[src/design/tlca_pkg.sv]
// shared types and constants for the lowest common ancestor block
package tlca_pkg;

	localparam int NODE_W    = 14;
	localparam int NODE_SPAN = 1 << NODE_W;

	localparam logic [1:0] FUNC_CLEAR = 2'd0;
	localparam logic [1:0] FUNC_EDGE  = 2'd1;
	localparam logic [1:0] FUNC_QUERY = 2'd2;

	typedef logic [NODE_W-1:0] node_t;

	typedef enum logic [2:0] {
		ST_IDLE,
		ST_SWEEP,
		ST_MARK,
		ST_SEARCH,
		ST_CLEAR
	} state_t;

	typedef enum logic [1:0] {
		RD_IN_A,
		RD_PAR,
		RD_B,
		RD_A
	} rd_sel_t;

	typedef struct packed {
		logic    edge_wr;
		logic    latch;
		rd_sel_t rd_sel;
		logic    mark_wr;
		logic    mark_val;
		logic    sweep_wr;
		logic    cnt_clr;
		logic    cnt_inc;
		logic    hit_clr;
		logic    hit_set;
		logic    resp;
		logic    resp_miss;
	} cmd_t;

	typedef struct packed {
		logic in_ok;
		logic mark;
		logic has_par;
		logic step_last;
		logic sweep_last;
	} sts_t;

endpackage

[src/design/tlca_ctrl.sv]
// controller: sweep and three-phase chain walk state machine
module tlca_ctrl (
	input  logic           clk,
	input  logic           arst_n,
	input  logic           start,
	input  logic [1:0]     func,
	input  tlca_pkg::sts_t sts,
	output tlca_pkg::cmd_t cmd,
	output logic           busy
);

	tlca_pkg::state_t state_q;
	tlca_pkg::state_t state_nx;

	always_ff @(posedge clk or negedge arst_n) begin
		if (!arst_n) begin
			state_q <= tlca_pkg::ST_SWEEP;
		end else begin
			state_q <= state_nx;
		end
	end

	always_comb begin
		cmd      = '0;
		cmd.rd_sel = tlca_pkg::RD_IN_A;
		state_nx = state_q;
		busy     = 1'b1;
		case (state_q)
			tlca_pkg::ST_IDLE: begin
				busy = 1'b0;
				if (start) begin
					case (func)
						tlca_pkg::FUNC_CLEAR: begin
							cmd.cnt_clr = 1'b1;
							state_nx    = tlca_pkg::ST_SWEEP;
						end
						tlca_pkg::FUNC_EDGE: begin
							cmd.edge_wr = sts.in_ok;
						end
						tlca_pkg::FUNC_QUERY: begin
							if (sts.in_ok) begin
								cmd.latch   = 1'b1;
								cmd.hit_clr = 1'b1;
								state_nx    = tlca_pkg::ST_MARK;
							end else begin
								cmd.resp_miss = 1'b1;
							end
						end
						default: begin
						end
					endcase
				end
			end
			tlca_pkg::ST_SWEEP: begin
				cmd.sweep_wr = 1'b1;
				cmd.cnt_inc  = 1'b1;
				if (sts.sweep_last) begin
					state_nx = tlca_pkg::ST_IDLE;
				end
			end
			tlca_pkg::ST_MARK: begin
				if (!sts.mark) begin
					cmd.mark_wr  = 1'b1;
					cmd.mark_val = 1'b1;
				end
				if (sts.mark || !sts.has_par) begin
					cmd.rd_sel  = tlca_pkg::RD_B;
					cmd.cnt_clr = 1'b1;
					state_nx    = tlca_pkg::ST_SEARCH;
				end else begin
					cmd.rd_sel = tlca_pkg::RD_PAR;
				end
			end
			tlca_pkg::ST_SEARCH: begin
				if (sts.mark) begin
					cmd.hit_set = 1'b1;
					cmd.rd_sel  = tlca_pkg::RD_A;
					state_nx    = tlca_pkg::ST_CLEAR;
				end else if (!sts.has_par || sts.step_last) begin
					cmd.rd_sel = tlca_pkg::RD_A;
					state_nx   = tlca_pkg::ST_CLEAR;
				end else begin
					cmd.cnt_inc = 1'b1;
					cmd.rd_sel  = tlca_pkg::RD_PAR;
				end
			end
			tlca_pkg::ST_CLEAR: begin
				if (!sts.mark) begin
					cmd.resp = 1'b1;
					state_nx = tlca_pkg::ST_IDLE;
				end else begin
					cmd.mark_wr  = 1'b1;
					cmd.mark_val = 1'b0;
					if (!sts.has_par) begin
						cmd.resp = 1'b1;
						state_nx = tlca_pkg::ST_IDLE;
					end else begin
						cmd.rd_sel = tlca_pkg::RD_PAR;
					end
				end
			end
			default: begin
				state_nx = tlca_pkg::ST_IDLE;
			end
		endcase
	end

endmodule

[config.mk]
export PLATFORM = sky130hd
export DESIGN_NAME = tlca_ctrl
export DESIGN_NICKNAME = d
export VERILOG_FILES = /design/src/design/tlca_pkg.sv /design/src/design/tlca_ctrl.sv
export SDC_FILE = /design/constraint.sdc
export NUM_CORES = 1
export LEC_CHECK = 0
export ABC_AREA = 1
export BUFFER_PORTS_ARGS = -buffer_cell sky130_fd_sc_hd__buf_2
export CORE_AREA = 3 3 40 42
export DETAILED_ROUTE_END_ITERATION = 7
export DIE_AREA = 0 0 43 45
export PLACE_DENSITY = 0.53
export SYNTH_ARGS = -nofsm -noshare
export SYNTH_HDL_FRONTEND = slang
export SYNTH_SLANG_ARGS = --single-unit
[constraint.sdc]
create_clock -name clk -period 1.4 [get_ports clk]
set_input_delay 0 -clock clk [delete_from_list [all_inputs] [get_ports clk]]
set_output_delay 0 -clock clk [all_outputs]
set_load 0.03 [all_outputs]
==> results.json <==
{
  "core_mm2": 0.00128,
  "routed_wl_um": 1250,
  "fmax_mhz": 732,
  "drv_slew": 0,
  "grt_max_degree": 7,
  "place_congestion": 0.753,
  "cts-htree-levels": 1,
  "post-route-period-util_pct": 97.6,
  "via_count": 517,
  "path_max_fanout": 5,
  "drtAntennaViolNets": 0,
  "grt_pass1_wl_um": 1800,
  "worstSkewPairLatency_ns": 0.23,
  "antenna_cells": 0,
  "vias_per_cell": 4.58,
  "regArea_um2": 78.8,
  "ys_seq_area_share_pct": 21.6,
  "final_cells": 113,
  "cts.sinks": 3,
  "io_pins": 24,
  "tightest_slew_ns": 0.196,
  "ys_ff_latch": 3,
  "cts-root-buf": "clkbuf_4",
  "dp_cells": 102,
  "drt_iter0_drc": 4,
  "dr.pass1.iters": 4,
  "pwr_density_cell_mw_per_mm2": 1930,
  "tns_ns": 0,
  "hold_viol": 0,
  "multi_input_area_um2": 322,
  "worstSetupStartpointType": "flip-flop",
  "cts_tree": "yes",
  "grt_pass1_vias": 452,
  "die_h_um": 45,
  "final_util_pct": 54.8,
  "hold_ws_ns": 0.0306,
  "hp-class": "input port to flip-flop",
  "portBuffers": 23,
  "setup_viol": 0,
  "reg_top3": "state_q x3",
  "path_clk_slew_ns": 0.04,
  "grt_overflow": 0,
  "die-area_mm2": 0.00194,
  "finalClockSkew_ns": 0.000307,
  "max-vdd-ir-drop_mv": 0.974,
  "fillers": 130,
  "yosysWarnings": 0,
  "layout_setup_ws_ns": 0.0338,
  "area_delta_synth_final_pct": 99.6,
  "clk_path_buf_depth": 2,
  "mostFrequentLayoutCell": "nand2_1",
  "worstPathArrival_ns": 1.37,
  "status": "finished clean",
  "drc": 0,
  "initial_utilization_pct": 27.5,
  "postSynthAreaPerCell_um2": 5.43,
  "wl_per_cell_um": 11.1,
  "cp-end-kind": "primary output",
  "num_rows": 13,
  "hpwl_um": 872,
  "place_ws_ns": 0.0807,
  "grt_usage_pct": 12.2,
  "finalCriticalPeriod_ns": 1.37,
  "regMostFlops": "state_q",
  "syn_nets": 75,
  "synth_cells": 65,
  "antenna_found_initial": 0,
  "syn-cell-area_um2": 353,
  "numCtsBuffers": 3,
  "largest_reg_flops": 3,
  "p_leak_nw": 0.392,
  "maxCapViolCount": 0,
  "yosys.cell_types.count": 16,
  "layout_common_cells": "nand2_1, buf_2, buf_4, inv_1",
  "num-nets-final": 109,
  "crit_type": "flip-flop to primary output",
  "required_ns": 1.40,
  "rsz0062_at_grt": "yes",
  "layout-drive-gt1-share_pct": 64.3,
  "relSlewSlack_pct": 86.8,
  "dieWidth_um": 43
}
layout make-up:
cell class                      instances  share of cell area (%)
Sequential cell                         3                    11.2
Inverter                               12                    6.39
Tap cell                               15                    2.66
Timing Repair Buffer                   30                    30.4
Multi-Input combinational cell         49                    45.6
Clock buffer                            4                    3.73
worst max-delay path, stage by stage (launching register included):
cell     delay (ns)
dfstp_2        0.59
inv_1          0.06
nand2_1        0.07
nor2_2         0.05
a31oi_4        0.18
inv_2          0.05
buf_6          0.13
per-layer routing:
metal | part of all wire [%] | GRT usage (%)
met5 | 0 | 0
met4 | 0.96 | 1.81
met3 | 8.5 | 5.58
met2 | 49 | 18.9
met1 | 42 | 15.9
synth_stat cells:
| cell type | instances | share of area (%) |
|---|---|---|
| a21oi_2 | 1 | 2.5 |
| a31oi_1 | 1 | 1.8 |
| buf_4 | 1 | 2.1 |
| dfrtp_1 | 2 | 14 |
| dfstp_2 | 1 | 7.4 |
| inv_1 | 11 | 12 |
| inv_2 | 1 | 1.1 |
| nand2_1 | 20 | 21 |
| nand2_2 | 3 | 5.3 |
| nand3_1 | 4 | 5.7 |
| nor2_1 | 11 | 12 |
| nor2_2 | 4 | 7.1 |
| nor3_1 | 1 | 1.4 |
| nor4_1 | 1 | 1.8 |
| o21ai_0 | 2 | 2.8 |
| o21bai_1 | 1 | 2.1 |
report_power, final:
| part | switching, W | total, W | internal (W) | leakage (nW) |
|---|---|---|---|---|
| clock network | 0.0000499 | 0.000157 | 0.000107 | 0.0150 |
| registers | 0.0000540 | 0.000185 | 0.000131 | 0.0342 |
| logic | 0.000627 | 0.00102 | 0.000393 | 0.343 |
metrics by stage:
stage	power, W	cell area [µm²]
6_report	0.00136	704
3_5_place_dp	0.000869	493
5_1_grt	0.00146	704
4_1_cts	0.00110	562
2_1_floorplan	0.000693	367
3_3_place_gp	0.000869	493
path summary, 6_finish.rpt:
check                                        from                endpoint  slack (ns)  depth (start not counted)
max                        state_q[0]$_DFFE_PN1P_                  cmd[5]        0.03                          6
min reg2reg                state_q[0]$_DFFE_PN1P_  state_q[0]$_DFFE_PN1P_        0.52                          2
max in group asynchronous                  arst_n  state_q[0]$_DFFE_PN1P_        1.11                          2
min                                        sts[1]  state_q[2]$_DFFE_PN0P_        0.03                          3
max reg2reg                state_q[0]$_DFFE_PN1P_  state_q[1]$_DFFE_PN0P_        0.09                          8
min in group asynchronous                  arst_n  state_q[1]$_DFFE_PN0P_        0.10                          2
logic make-up after synthesis:
group                  after synthesis  synth area share (%)
AO/OA/AOI/OAI                        5                  9.22
buffers and inverters               13                  14.9
flip-flops                           3                  21.6
AND/OR/NAND/NOR                     44                  54.3
repair_timing:
item,4_1_cts,5_1_grt
setup buffers,2,4
resized for setup,8,39
cloned,0,0
pin swaps,1,9
endpoints found under the hold margin,3,0
hold buffers,1,0
setup endpoints to repair,3,12
Power figures use the tool's default switching activity.
